==> src/rtl/rne_pkg.sv <==
`timescale 1ns / 1ps
// ----------------------------------------------------------------------------
// rne_pkg
// Shared types, constants and symbol tables for the Roman numeral encoder.
// ----------------------------------------------------------------------------
package rne_pkg;

	localparam int VALUE_W   = 10;
	localparam int SYMBOL_W  = 8;
	localparam int POS_W     = 4;
	localparam int DIGIT_W   = 4;
	localparam int REM_W     = 7;
	localparam int LEN_W     = 3;
	localparam int IN_DATA_W  = 16;
	localparam int OUT_DATA_W = 16;
	localparam int FIFO_DEPTH = 4;

	localparam logic [VALUE_W-1:0] VALUE_MAX = 10'd1000;

	localparam logic [SYMBOL_W-1:0] SYM_I = 8'h49;
	localparam logic [SYMBOL_W-1:0] SYM_V = 8'h56;
	localparam logic [SYMBOL_W-1:0] SYM_X = 8'h58;
	localparam logic [SYMBOL_W-1:0] SYM_L = 8'h4C;
	localparam logic [SYMBOL_W-1:0] SYM_C = 8'h43;
	localparam logic [SYMBOL_W-1:0] SYM_D = 8'h44;
	localparam logic [SYMBOL_W-1:0] SYM_M = 8'h4D;
	localparam logic [SYMBOL_W-1:0] SYM_ERR = 8'h00;

	typedef enum logic [1:0] {
		SCALE_HUNDREDS,
		SCALE_TENS,
		SCALE_UNITS
	} scale_t;

	typedef enum logic [1:0] {
		SEL_ONE,
		SEL_FIVE,
		SEL_TEN
	} sel_t;

	// one classified number between the front and the back
	typedef struct packed {
		logic               err;
		logic               thou;
		logic [DIGIT_W-1:0] hund;
		logic [DIGIT_W-1:0] tens;
		logic [DIGIT_W-1:0] units;
		logic [POS_W-1:0]   total;
	} desc_t;

	// number of symbols one decimal digit takes
	function automatic logic [LEN_W-1:0] digit_len(input logic [DIGIT_W-1:0] d);
		logic [LEN_W-1:0] n;
		unique case (d)
			4'd1, 4'd5:        n = 3'd1;
			4'd2, 4'd4, 4'd6, 4'd9: n = 3'd2;
			4'd3, 4'd7:        n = 3'd3;
			4'd8:              n = 3'd4;
			default:           n = 3'd0;
		endcase
		return n;
	endfunction

	// which of one, five, ten sits at index k of a digit
	function automatic sel_t digit_sel(input logic [DIGIT_W-1:0] d, input logic [1:0] k);
		sel_t s;
		priority if (d == 4'd4) begin
			s = (k == 2'd0) ? SEL_ONE : SEL_FIVE;
		end else if (d == 4'd9) begin
			s = (k == 2'd0) ? SEL_ONE : SEL_TEN;
		end else if (d >= 4'd5) begin
			s = (k == 2'd0) ? SEL_FIVE : SEL_ONE;
		end else begin
			s = SEL_ONE;
		end
		return s;
	endfunction

	function automatic logic [SYMBOL_W-1:0] symbol_of(input scale_t sc, input sel_t s);
		logic [SYMBOL_W-1:0] c;
		unique case (sc)
			SCALE_HUNDREDS: c = (s == SEL_ONE) ? SYM_C : ((s == SEL_FIVE) ? SYM_D : SYM_M);
			SCALE_TENS:     c = (s == SEL_ONE) ? SYM_X : ((s == SEL_FIVE) ? SYM_L : SYM_C);
			SCALE_UNITS:    c = (s == SEL_ONE) ? SYM_I : ((s == SEL_FIVE) ? SYM_V : SYM_X);
			default:        c = SYM_ERR;
		endcase
		return c;
	endfunction

	function automatic logic [VALUE_W-1:0] hundreds_of(input logic [DIGIT_W-1:0] h);
		return VALUE_W'(h) * VALUE_W'(100);
	endfunction

	function automatic logic [REM_W-1:0] tens_of(input logic [DIGIT_W-1:0] t);
		return REM_W'(t) * REM_W'(10);
	endfunction

endpackage

==> src/rtl/rne_front.sv <==
`timescale 1ns / 1ps
// ----------------------------------------------------------------------------
// rne_front
// Two-stage classifier: range check, decimal digits and numeral length.
// ----------------------------------------------------------------------------
module rne_front (
	input  logic                        clk,
	input  logic                        arst_n,
	input  logic                        in_valid,
	output logic                        in_ready,
	input  logic [rne_pkg::VALUE_W-1:0] in_value,
	output logic                        push,
	input  logic                        full,
	output rne_pkg::desc_t              push_desc
);
	import rne_pkg::*;

	logic               v_s1;
	logic               err_s1;
	logic               thou_s1;
	logic [DIGIT_W-1:0] hund_s1;
	logic [REM_W-1:0]   rem_s1;
	logic               v_s2;
	desc_t              desc_s2;

	logic               adv1;
	logic               adv2;
	logic [DIGIT_W-1:0] hund_c;
	logic [VALUE_W-1:0] rem_c;
	logic [DIGIT_W-1:0] tens_c;
	logic [REM_W-1:0]   units_c;
	logic [POS_W-1:0]   total_c;

	assign push     = v_s2 && !full;
	assign adv2     = !v_s2 || push;
	assign adv1     = !v_s1 || adv2;
	assign in_ready = adv1;
	assign push_desc = desc_s2;

	always_comb begin
		hund_c = '0;
		for (int i = 1; i < 10; i++) begin
			if (in_value >= hundreds_of(DIGIT_W'(i))) begin
				hund_c = DIGIT_W'(i);
			end
		end
		rem_c = in_value - hundreds_of(hund_c);
	end

	always_comb begin
		tens_c = '0;
		for (int i = 1; i < 10; i++) begin
			if (rem_s1 >= tens_of(DIGIT_W'(i))) begin
				tens_c = DIGIT_W'(i);
			end
		end
		units_c = rem_s1 - tens_of(tens_c);
		priority if (err_s1) begin
			total_c = '0;
		end else if (thou_s1) begin
			total_c = POS_W'(1);
		end else begin
			total_c = POS_W'(digit_len(hund_s1)) + POS_W'(digit_len(tens_c))
				+ POS_W'(digit_len(units_c[DIGIT_W-1:0]));
		end
	end

	always_ff @(posedge clk or negedge arst_n) begin
		if (!arst_n) begin
			v_s1 <= 1'b0;
			v_s2 <= 1'b0;
		end else begin
			if (adv1) begin
				v_s1 <= in_valid;
			end
			if (adv2) begin
				v_s2 <= v_s1;
			end
		end
	end

	always_ff @(posedge clk) begin
		if (adv1) begin
			err_s1  <= (in_value == '0) || (in_value > VALUE_MAX);
			thou_s1 <= (in_value == VALUE_MAX);
			hund_s1 <= hund_c;
			rem_s1  <= rem_c[REM_W-1:0];
		end
		if (adv2) begin
			desc_s2.err   <= err_s1;
			desc_s2.thou  <= thou_s1;
			desc_s2.hund  <= hund_s1;
			desc_s2.tens  <= tens_c;
			desc_s2.units <= units_c[DIGIT_W-1:0];
			desc_s2.total <= total_c;
		end
	end

endmodule

==> src/rtl/rne_fifo.sv <==
`timescale 1ns / 1ps
// ----------------------------------------------------------------------------
// rne_fifo
// Small descriptor queue between the classifier and the symbol sequencer.
// ----------------------------------------------------------------------------
module rne_fifo #(
	parameter int DEPTH = rne_pkg::FIFO_DEPTH
) (
	input  logic           clk,
	input  logic           arst_n,
	input  logic           push,
	input  rne_pkg::desc_t push_desc,
	output logic           full,
	input  logic           pop,
	output logic           empty,
	output rne_pkg::desc_t head
);
	import rne_pkg::*;

	localparam int AW = (DEPTH > 1) ? $clog2(DEPTH) : 1;
	localparam int CW = $clog2(DEPTH + 1);

	desc_t         mem_q [DEPTH];
	logic [AW-1:0] wr_ptr_q;
	logic [AW-1:0] rd_ptr_q;
	logic [CW-1:0] count_q;

	assign full  = (count_q == CW'(DEPTH));
	assign empty = (count_q == '0);
	assign head  = mem_q[rd_ptr_q];

	always_ff @(posedge clk or negedge arst_n) begin
		if (!arst_n) begin
			wr_ptr_q <= '0;
			rd_ptr_q <= '0;
			count_q  <= '0;
		end else begin
			if (push) begin
				wr_ptr_q <= (wr_ptr_q == AW'(DEPTH - 1)) ? '0 : wr_ptr_q + AW'(1);
			end
			if (pop) begin
				rd_ptr_q <= (rd_ptr_q == AW'(DEPTH - 1)) ? '0 : rd_ptr_q + AW'(1);
			end
			unique case ({push, pop})
				2'b10:   count_q <= count_q + CW'(1);
				2'b01:   count_q <= count_q - CW'(1);
				default: count_q <= count_q;
			endcase
		end
	end

	always_ff @(posedge clk) begin
		if (push) begin
			mem_q[wr_ptr_q] <= push_desc;
		end
	end

`ifndef SYNTHESIS
	a_count_bound: assert property (@(posedge clk) disable iff (!arst_n)
		count_q <= CW'(DEPTH))
		else $error("queue count above depth");
	a_no_overflow: assert property (@(posedge clk) disable iff (!arst_n)
		full && !pop |=> $stable(wr_ptr_q))
		else $error("write pointer moved while full");
	a_no_underflow: assert property (@(posedge clk) disable iff (!arst_n)
		empty |=> $stable(rd_ptr_q))
		else $error("read pointer moved while empty");
`endif

endmodule

==> src/rtl/rne_back.sv <==
`timescale 1ns / 1ps
// ----------------------------------------------------------------------------
// rne_back
// Symbol sequencer: walks the digits of the head descriptor, one symbol per
// cycle while the output is not stalled, into a registered output stage.
// ----------------------------------------------------------------------------
module rne_back (
	input  logic                           clk,
	input  logic                           arst_n,
	input  logic                           empty,
	input  rne_pkg::desc_t                 head,
	output logic                           pop,
	output logic                           out_valid,
	input  logic                           out_ready,
	output logic [rne_pkg::SYMBOL_W-1:0]   out_symbol,
	output logic [rne_pkg::POS_W-1:0]      out_position,
	output logic [rne_pkg::POS_W-1:0]      out_total,
	output logic                           out_last,
	output logic                           out_error
);
	import rne_pkg::*;

	logic [1:0]          dsel_q;
	logic [1:0]          k_q;
	logic [POS_W-1:0]    pos_q;
	logic                out_valid_q;
	logic [SYMBOL_W-1:0] symbol_q;
	logic [POS_W-1:0]    position_q;
	logic [POS_W-1:0]    total_q;
	logic                last_q;
	logic                error_q;

	logic                out_en;
	logic                emit;
	logic                last_c;
	logic                done_c;
	logic [LEN_W-1:0]    len_c [3];
	scale_t              eff_c;
	logic [DIGIT_W-1:0]  dig_c;
	logic [SYMBOL_W-1:0] sym_c;

	assign out_en = !out_valid_q || out_ready;
	assign emit   = out_en && !empty;

	always_comb begin
		len_c[0] = digit_len(head.hund);
		len_c[1] = digit_len(head.tens);
		len_c[2] = digit_len(head.units);
		priority if (dsel_q == 2'd0 && len_c[0] != '0) begin
			eff_c = SCALE_HUNDREDS;
		end else if (dsel_q <= 2'd1 && len_c[1] != '0) begin
			eff_c = SCALE_TENS;
		end else begin
			eff_c = SCALE_UNITS;
		end
		unique case (eff_c)
			SCALE_HUNDREDS: dig_c = head.hund;
			SCALE_TENS:     dig_c = head.tens;
			default:        dig_c = head.units;
		endcase
		priority if (head.err) begin
			sym_c = SYM_ERR;
		end else if (head.thou) begin
			sym_c = SYM_M;
		end else begin
			sym_c = symbol_of(eff_c, digit_sel(dig_c, k_q));
		end
		last_c = (pos_q + POS_W'(1) == head.total);
		done_c = head.err || head.thou || last_c;
	end

	assign pop = emit && done_c;

	always_ff @(posedge clk or negedge arst_n) begin
		if (!arst_n) begin
			dsel_q      <= '0;
			k_q         <= '0;
			pos_q       <= '0;
			out_valid_q <= 1'b0;
		end else begin
			if (out_en) begin
				out_valid_q <= !empty;
			end
			if (emit) begin
				if (done_c) begin
					dsel_q <= '0;
					k_q    <= '0;
					pos_q  <= '0;
				end else begin
					pos_q <= pos_q + POS_W'(1);
					if ({1'b0, k_q} + LEN_W'(1) < len_c[eff_c]) begin
						dsel_q <= eff_c;
						k_q    <= k_q + 2'd1;
					end else begin
						dsel_q <= eff_c + 2'd1;
						k_q    <= '0;
					end
				end
			end
		end
	end

	always_ff @(posedge clk) begin
		if (emit) begin
			symbol_q   <= sym_c;
			position_q <= head.err ? '0 : pos_q;
			total_q    <= head.total;
			last_q     <= done_c;
			error_q    <= head.err;
		end
	end

	assign out_valid    = out_valid_q;
	assign out_symbol   = symbol_q;
	assign out_position = position_q;
	assign out_total    = total_q;
	assign out_last     = last_q;
	assign out_error    = error_q;

`ifndef SYNTHESIS
	a_error_single: assert property (@(posedge clk) disable iff (!arst_n)
		out_valid_q && error_q |-> last_q && total_q == '0 && position_q == '0)
		else $error("error transfer is not a single last item");
	a_last_at_end: assert property (@(posedge clk) disable iff (!arst_n)
		out_valid_q && !error_q |-> (last_q == (position_q + POS_W'(1) == total_q)))
		else $error("last mark does not match position and length");
	a_pos_in_range: assert property (@(posedge clk) disable iff (!arst_n)
		out_valid_q && !error_q |-> position_q < total_q)
		else $error("position beyond numeral length");
	a_hold_stall: assert property (@(posedge clk) disable iff (!arst_n)
		out_valid_q && !out_ready |=> out_valid_q && $stable(symbol_q) && $stable(position_q))
		else $error("output changed while stalled");
`endif

endmodule

==> src/rtl/roman_numeral_encoder_top.sv <==
`timescale 1ns / 1ps
// ----------------------------------------------------------------------------
// roman_numeral_encoder_top
// Integer to Roman numeral encoder, one ASCII symbol per output transfer.
// ----------------------------------------------------------------------------
// usage:
//   s_axis carries one number per transfer in tdata[9:0]; 1 to 1000 is valid
//   m_axis gives one symbol per transfer; tlast marks the final symbol, tuser
//   flags an out-of-range number, which yields one transfer with symbol 0,
//   position 0 and length 0
//   a number is classified in two stages, queued, then a sequencer emits its
//   symbols at one per cycle while m_axis is not stalled; a numeral is 1 to
//   12 symbols long; numbers are accepted at the rate the output drains
//   them, with a few held in the stages and queue meanwhile
//   a number passes stage 1, stage 2 and the queue to the output register
//   a stall on m_axis holds the output register; the queue and the front keep
//   taking numbers until they fill, then s_axis_tready drops
//   reset clears all valid state; no transfer is pending after reset
// ----------------------------------------------------------------------------
module roman_numeral_encoder_top #(
	parameter int FIFO_DEPTH = rne_pkg::FIFO_DEPTH
) (
	input  logic                             clk,
	input  logic                             arst_n,
	input  logic                             s_axis_tvalid,
	output logic                             s_axis_tready,
	input  logic [rne_pkg::IN_DATA_W-1:0]    s_axis_tdata,  // value[9:0], zero fill
	output logic                             m_axis_tvalid,
	input  logic                             m_axis_tready,
	output logic [rne_pkg::OUT_DATA_W-1:0]   m_axis_tdata,  // symbol[7:0], position[11:8], total_length[15:12]
	output logic                             m_axis_tlast,
	output logic                             m_axis_tuser   // error
);
	import rne_pkg::*;

	logic                push;
	logic                full;
	logic                pop;
	logic                empty;
	desc_t               push_desc;
	desc_t               head;
	logic [SYMBOL_W-1:0] symbol;
	logic [POS_W-1:0]    position;
	logic [POS_W-1:0]    total_length;
	logic                unused_pad;

	assign unused_pad = ^s_axis_tdata[IN_DATA_W-1:VALUE_W];

	rne_front u_front (
		.clk       (clk),
		.arst_n    (arst_n),
		.in_valid  (s_axis_tvalid),
		.in_ready  (s_axis_tready),
		.in_value  (s_axis_tdata[VALUE_W-1:0]),
		.push      (push),
		.full      (full),
		.push_desc (push_desc)
	);

	rne_fifo #(
		.DEPTH (FIFO_DEPTH)
	) u_fifo (
		.clk       (clk),
		.arst_n    (arst_n),
		.push      (push),
		.push_desc (push_desc),
		.full      (full),
		.pop       (pop),
		.empty     (empty),
		.head      (head)
	);

	rne_back u_back (
		.clk          (clk),
		.arst_n       (arst_n),
		.empty        (empty),
		.head         (head),
		.pop          (pop),
		.out_valid    (m_axis_tvalid),
		.out_ready    (m_axis_tready),
		.out_symbol   (symbol),
		.out_position (position),
		.out_total    (total_length),
		.out_last     (m_axis_tlast),
		.out_error    (m_axis_tuser)
	);

	assign m_axis_tdata = {total_length, position, symbol};

endmodule
==> config.mk <==
export PLATFORM = sky130hd
export DESIGN_NAME = roman_numeral_encoder_top
export DESIGN_NICKNAME = d
export VERILOG_FILES = /design/src/rtl/rne_pkg.sv /design/src/rtl/rne_front.sv /design/src/rtl/rne_fifo.sv /design/src/rtl/rne_back.sv /design/src/rtl/roman_numeral_encoder_top.sv
export SDC_FILE = /design/constraint.sdc
export NUM_CORES = 1
export LEC_CHECK = 0
export BUFFER_PORTS_ARGS = -buffer_cell sky130_fd_sc_hd__buf_2
export CORE_ASPECT_RATIO = 1.5
export CORE_UTILIZATION = 29
export CTS_CLUSTER_DIAMETER = 60
export DETAILED_ROUTE_END_ITERATION = 7
export GPL_ROUTABILITY_DRIVEN = 0
export SYNTH_ARGS = -nofsm -noshare
export SYNTH_HDL_FRONTEND = slang
export SYNTH_HIERARCHICAL = 1
export SYNTH_SLANG_ARGS = --single-unit
==> constraint.sdc <==
create_clock -name clk -period 4.3 [get_ports clk]
set_input_delay 0.86 -clock clk [delete_from_list [all_inputs] [get_ports clk]]
set_output_delay 0.86 -clock clk [all_outputs]
set_load 0.02 [all_outputs]
==> results of run 1 <==
-- layer usage --
layer,vias up,GRT usage,share of wire
met5,-,0,0
met4,0,0.0495,0.024
met3,21,0.0257,0.024
met2,69,0.199,0.54
met1,2098,0.123,0.41
li1,2137,-,-
-- cells in the mapped netlist (all sizes together) (5+ instances only) --
| master | number | area share |
|---|---|---|
| nand3 | 6 | 0.0042 |
| buf | 16 | 0.016 |
| nand2 | 35 | 0.019 |
| xnor2 | 15 | 0.020 |
| and2 | 6 | 0.0055 |
| a21oi | 23 | 0.016 |
| dfrtp | 18 | 0.064 |
| ha | 18 | 0.032 |
| or3 | 9 | 0.0081 |
| edfxtp | 119 | 0.50 |
| clkbuf | 13 | 0.0069 |
| nand2b | 15 | 0.013 |
| nor3b | 5 | 0.0053 |
| nor2 | 39 | 0.021 |
| o22ai | 9 | 0.0080 |
| nor3 | 13 | 0.0099 |
| nor2b | 8 | 0.0071 |
| xor2 | 6 | 0.0074 |
| fa | 7 | 0.020 |
| a31oi | 5 | 0.0044 |
| o21ai | 25 | 0.018 |
| mux4 | 18 | 0.057 |
| inv | 36 | 0.019 |
-- report_power, final --
| group | internal [mW] | switching (mW) | total (mW) |
|---|---|---|---|
| logic | 1.40 | 1.86 | 3.25 |
| registers | 2.15 | 0.274 | 2.42 |
| clock network | 1.02 | 0.534 | 1.55 |
-- sequential cells by signal, summed over array words and instances, names as in the netlist, named ones only --
name,count
u_fifo/rd_ptr_q,2
u_front/v_s2,1
u_back/k_q,2
u_back/out_position,4
u_fifo/count_q,3
u_back/out_valid,1
u_front/err_s1,1
u_back/dsel_q,2
u_fifo/mem_q,72
u_front/rem_s1,7
u_back/out_last,1
u_back/pos_q,4
u_back/out_symbol,6
u_fifo/wr_ptr_q,2
u_back/out_total,4
u_front/v_s1,1
u_front/push_desc,18
u_front/thou_s1,1
u_front/hund_s1,4
u_back/out_error,1
-- area by class of cell --
type,instances,share of cell area
clock buffers,18,0.0519
clock inverters,13,0.0241
inverters,36,0.0163
multi-input cells,346,0.329
flip-flops and latches,140,0.494
well taps,319,0.0483
repair buffers,49,0.0366
-- kinds of logic after synthesis --
family | count (synthesis)
adders and majority gates | 25
and+or+nand+nor | 164
buffers and inverters | 65
DFF | 140
muxes | 24
other | 1
xor gates and xnor gates | 21
AOI/OAI and AO/OA | 110
-- per-stage QoR --
step                      hold WS [ps]  total power, mW
final                              385             7.23
after global routing               406             7.75
after CTS                          383             7.28
after detailed placement           448             5.70
after global placement             447             5.66
after floorplan                    435             4.91
-- worst max-delay path by stage --
stage / cells after the start / to / start
floorplan: 18 / u_front/push_desc[3]$_SDFFCE_PP0P_ / u_front/rem_s1[2]$_DFFE_PN_
global placement: 17 / u_front/push_desc[3]$_SDFFCE_PP0P_ / u_front/rem_s1[1]$_DFFE_PN_
detailed placement: 17 / u_front/push_desc[3]$_SDFFCE_PP0P_ / u_front/rem_s1[1]$_DFFE_PN_
CTS: 17 / u_front/push_desc[3]$_SDFFCE_PP0P_ / u_front/rem_s1[1]$_DFFE_PN_
global route: 17 / u_front/push_desc[3]$_SDFFCE_PP0P_ / u_front/rem_s1[1]$_DFFE_PN_
finish: 17 / u_front/push_desc[3]$_SDFFCE_PP0P_ / u_front/rem_s1[1]$_DFFE_PN_
-- worst max-delay path, stage by stage, from the launching register on --
cell	delay, ps
edfxtp_1	510
nor2_4	200
a21oi_1	50
or3b_2	430
a21oi_1	190
a21oi_2	70
ha_1	200
inv_1	60
fa_1	420
inv_1	110
and3_1	160
mux2i_1	80
fa_1	490
inv_1	40
ha_1	200
fa_1	370
xor2_1	170
nor3_1	140
-- timing repair --
| item | in CTS | in global routing |
|---|---|---|
| setup buffers | 0 | 4 |
| setup endpoints to repair | 0 | 2 |
| gates resized for setup | 0 | 4 |
==> impl_metrics.json, run 1 <==
{
  "outcome": "completed",
  "yosysUniqueCellTypes": 82,
  "ios": 40,
  "synth-simple-area-share": 0.126,
  "final_common_cell": "edfxtp_1",
  "ys_ff_latch": 140,
  "overflow": 0,
  "avgRoutedWirePerCell_um": 14.1,
  "rsz0062_at_grt": "false",
  "seq_area_sq_um": 4080,
  "drt_iter0_markers": 183,
  "fill_cells": 2374,
  "die-area_sq_um": 25000,
  "critPathLaunchType": "flop",
  "start_util": 0.297,
  "post-route-period-util": 0.950,
  "clock_latency_ps": 420,
  "tightest_slew_ps": 969,
  "crit_fanout": 7,
  "num_vias": 4325,
  "yosys_most_used_dff": "edfxtp_1",
  "reg2reg_slack_ps": 220,
  "synth_top_family_by_area": "simple AND/OR/NAND/NOR gates",
  "syn_inst": 550,
  "routed_wirelength_um": 13000,
  "root_buffer": "clkbuf_16",
  "grt_max_degree": 22,
  "async_reset_ff_frac": 0.129,
  "powerDensity_nw_per_um2": 874,
  "p_leak_nw": 3.09,
  "final_cell_mix": "edfxtp_1 (119), nor2_1 (37), inv_1 (36)",
  "port_buffers": 31,
  "setup_tns_ps": 0,
  "rows": 69,
  "finalClockSkew_ps": 7.59,
  "final_antenna_net_count": 0,
  "synthMuxAreaShare": 0.0661,
  "grt_pass1_wl_um": 21600,
  "drv_cap": 0,
  "htree_num_levels": 4,
  "cp.arrival_ps": 4330,
  "cts_hold_buf": 0,
  "hp-class": "in -> async",
  "num_antenna_cells": 0,
  "place_ws_ps": 149,
  "dr.pass1.iters": 4,
  "core_area_sq_um": 23800,
  "placed_cell_area_sq_um": 7590,
  "grtUsageTotal": 0.111,
  "clock-sinks": 140,
  "drv_slew": 0,
  "multiInputGateArea_sq_um": 2720,
  "grt_pass1_vias": 4393,
  "synth_compound_area_frac": 0.110,
  "end_kind": "flop",
  "drc": 0,
  "antenna_found_initial": 0,
  "r2r-start": "u_front/rem_s1[1]$_DFFE_PN_",
  "r2r_cells": 17,
  "synth_edf_count": 119,
  "crit_type": "reg -> reg",
  "utilization": 0.347,
  "stdcell_area_sq_um": 8270,
  "final_nets": 635,
  "period_needed_ps": 4080,
  "setup_viol": 0,
  "clk_path_buf_depth": 2,
  "slew_headroom": 0.354,
  "synthToLayoutAreaGrowth_pct": 16.8,
  "ir_drop_mv": 0.341,
  "die_h_um": 193,
  "cts_tree": "done",
  "dieWidth_um": 130,
  "placed_cells": 886,
  "via_per_inst": 4.70,
  "instances_no_fill": 921,
  "drive_gt1_frac": 0.203,
  "synth-warning-count": 6,
  "yosysSeqAreaShare": 0.577,
  "synth_area_per_cell_sq_um": 12.9,
  "crit_required_ps": 4550,
  "hold_violations": 0,
  "regToRegEndpoint": "u_front/push_desc[3]$_SDFFCE_PP0P_",
  "cts_buffers": 17,
  "synthXorXnorAreaFrac": 0.0270,
  "synth-adder-area-share": 0.0516,
  "fmax_ghz": 0.245,
  "hpwlAfterDp_um": 9230,
  "setup_ws_ps": 216,
  "synth_area_sq_um": 7080,
  "clkTransAtPathRegs_ps": 60
}
(Power assumes the default switching activity.)
==> inputs of run 2 (changes only) <==
==> constraint.sdc (replaced) <==
create_clock -name clk -period 3.4 [get_ports clk]
set_input_delay 0.68 -clock clk [delete_from_list [all_inputs] [get_ports clk]]
set_output_delay 0.68 -clock clk [all_outputs]
set_load 0.02 [all_outputs]
==> impl_metrics.json, run 2 (synthesis results as in run 1) <==
{
  "final_nets": 713,
  "rsz0062_at_grt": "true",
  "final_antenna_net_count": 0,
  "clk_path_buf_depth": 2,
  "die_h_um": 193,
  "crit_start": "u_front/rem_s1[2]$_DFFE_PN_",
  "regToRegEndpoint": "u_front/push_desc[3]$_SDFFCE_PP0P_",
  "reg2reg_slack_ps": -330,
  "drt_iter0_markers": 249,
  "r2r-start": "u_front/rem_s1[2]$_DFFE_PN_",
  "crit_required_ps": 3660,
  "p_leak_nw": 3.51,
  "drc": 0,
  "tightest_slew_ps": 807,
  "drv_cap": 0,
  "placed_cell_area_sq_um": 8050,
  "hp-class": "in -> async",
  "rows": 69,
  "synthToLayoutAreaGrowth_pct": 28.7,
  "clock-sinks": 140,
  "crit_type": "reg -> reg",
  "largest_register_ffs": 72,
  "post-route-period-util": 1.10,
  "cp.arrival_ps": 3980,
  "via_per_inst": 4.69,
  "dr.pass1.iters": 4,
  "start_util": 0.297,
  "crit_fanout": 5,
  "grtUsageTotal": 0.119,
  "cts_tree": "done",
  "drv_slew": 0,
  "num_vias": 4689,
  "root_buffer": "clkbuf_16",
  "final_cell_mix": "edfxtp_1 (119), buf_4 (86), nor2_1 (34), nand2_1 (34), inv_1 (33)",
  "grt_pass1_vias": 4562,
  "core_area_sq_um": 23800,
  "ios": 40,
  "ir_drop_mv": 0.552,
  "r2r_cells": 17,
  "dieWidth_um": 130,
  "setup_ws_ps": -327,
  "outcome": "finished, violations left",
  "cts_buffers": 17,
  "top_register": "u_fifo/mem_q",
  "hold_violations": 0,
  "slew_headroom": 0.460,
  "routed_wirelength_um": 14600,
  "grt_pass1_wl_um": 22500,
  "hpwlAfterDp_um": 10100,
  "setup_viol": 7,
  "htree_num_levels": 4,
  "overflow": 0,
  "drive_gt1_frac": 0.355,
  "fin_total_pwr_mw": 10.6,
  "fill_cells": 2283,
  "port_buffers": 31,
  "avgRoutedWirePerCell_um": 14.6,
  "end_kind": "flop",
  "period_needed_ps": 3730,
  "final_common_cell": "edfxtp_1",
  "clkTransAtPathRegs_ps": 60,
  "cts_hold_buf": 0,
  "clock_latency_ps": 420,
  "violations": "negative setup slack",
  "fmax_ghz": 0.268,
  "grt_max_degree": 22,
  "num_antenna_cells": 0,
  "stdcell_area_sq_um": 9110,
  "powerDensity_nw_per_um2": 1160,
  "die-area_sq_um": 25000,
  "finalClockSkew_ps": 7.73,
  "critPathLaunchType": "flop",
  "antenna_found_initial": 0
}
-- run 2: changes by cell type in the layout (fill, tap and decap cells not counted), sizes merged --
cell | before | now
buf | 49 | 127
clkbuf | 18 | 19
bufinv | 5 | 4
clkinvlp | 0 | 2
clkinv | 8 | 7
-- run 2: worst max path at each step --
stage	end	slack, ps
finish	u_front/push_desc[3]$_SDFFCE_PP0P_	-330
global route	u_front/push_desc[3]$_SDFFCE_PP0P_	-590
CTS	u_front/push_desc[3]$_SDFFCE_PP0P_	-360
detailed placement	u_front/push_desc[2]$_SDFFCE_PP0P_	-420
global placement	u_front/push_desc[2]$_SDFFCE_PP0P_	-400
floorplan	u_front/push_desc[2]$_SDFFCE_PP0P_	-390
-- run 2: area by class of cell --
class / instances / area [sq um] / area share
sequential: 140 / 4080 / 0.448
multi-input combinational: 346 / 2940 / 0.323
timing repair buffer: 127 / 943 / 0.104
clock buffer: 19 / 433 / 0.0475
tap: 319 / 399 / 0.0438
clock inverter: 13 / 174 / 0.0191
inverter: 36 / 135 / 0.0148
-- run 2: stage by stage --
step / utilization / hold slack [ps] / setup slack, ps / cells / TNS [ps]
2_1_floorplan: - / 384 / -385 / 551 / -782
3_3_place_gp: 0.338 / 444 / -397 / 939 / -937
3_5_place_dp: 0.338 / 457 / -420 / 939 / -1130
4_1_cts: 0.366 / 210 / -360 / 975 / -697
5_1_grt: 0.382 / 232 / -587 / 1000 / -2310
6_report: 0.382 / 210 / -327 / 1000 / -869
-- run 2: timing repair --
action	CTS	global route
pin swaps	6	24
endpoints found under the setup margin	5	10
endpoints found under the hold margin	0	0
buffers inserted	4	26
gates resized for setup	9	45
-- run 2: routing by layer --
layer	part of all wire	vias up	wire [um]	global-route usage
li1	-	2291	-	-
met1	0.38	2284	5520	0.119
met2	0.57	93	8340	0.223
met3	0.023	21	342	0.0257
met4	0.028	0	407	0.0603
met5	0	-	0	0
-- run 2: power breakdown --
group | total, mW | switching [mW] | internal (mW)
clock network | 1.89 | 0.668 | 1.22
registers | 3.02 | 0.308 | 2.71
logic | 5.69 | 2.91 | 2.78
total | 10.6 | 3.88 | 6.71
-- run 2: critical path, cell delays in order, from the launching register on --
cell	delay, ps
edfxtp_1	480
nor2_4	170
a21oi_2	50
or3b_4	370
a21oi_2	140
a21oi_2	50
ha_2	180
inv_2	60
fa_2	420
inv_2	80
and3_1	140
mux2i_1	80
fa_1	500
inv_1	50
ha_2	160
fa_2	330
xor2_1	140
nor3_1	170
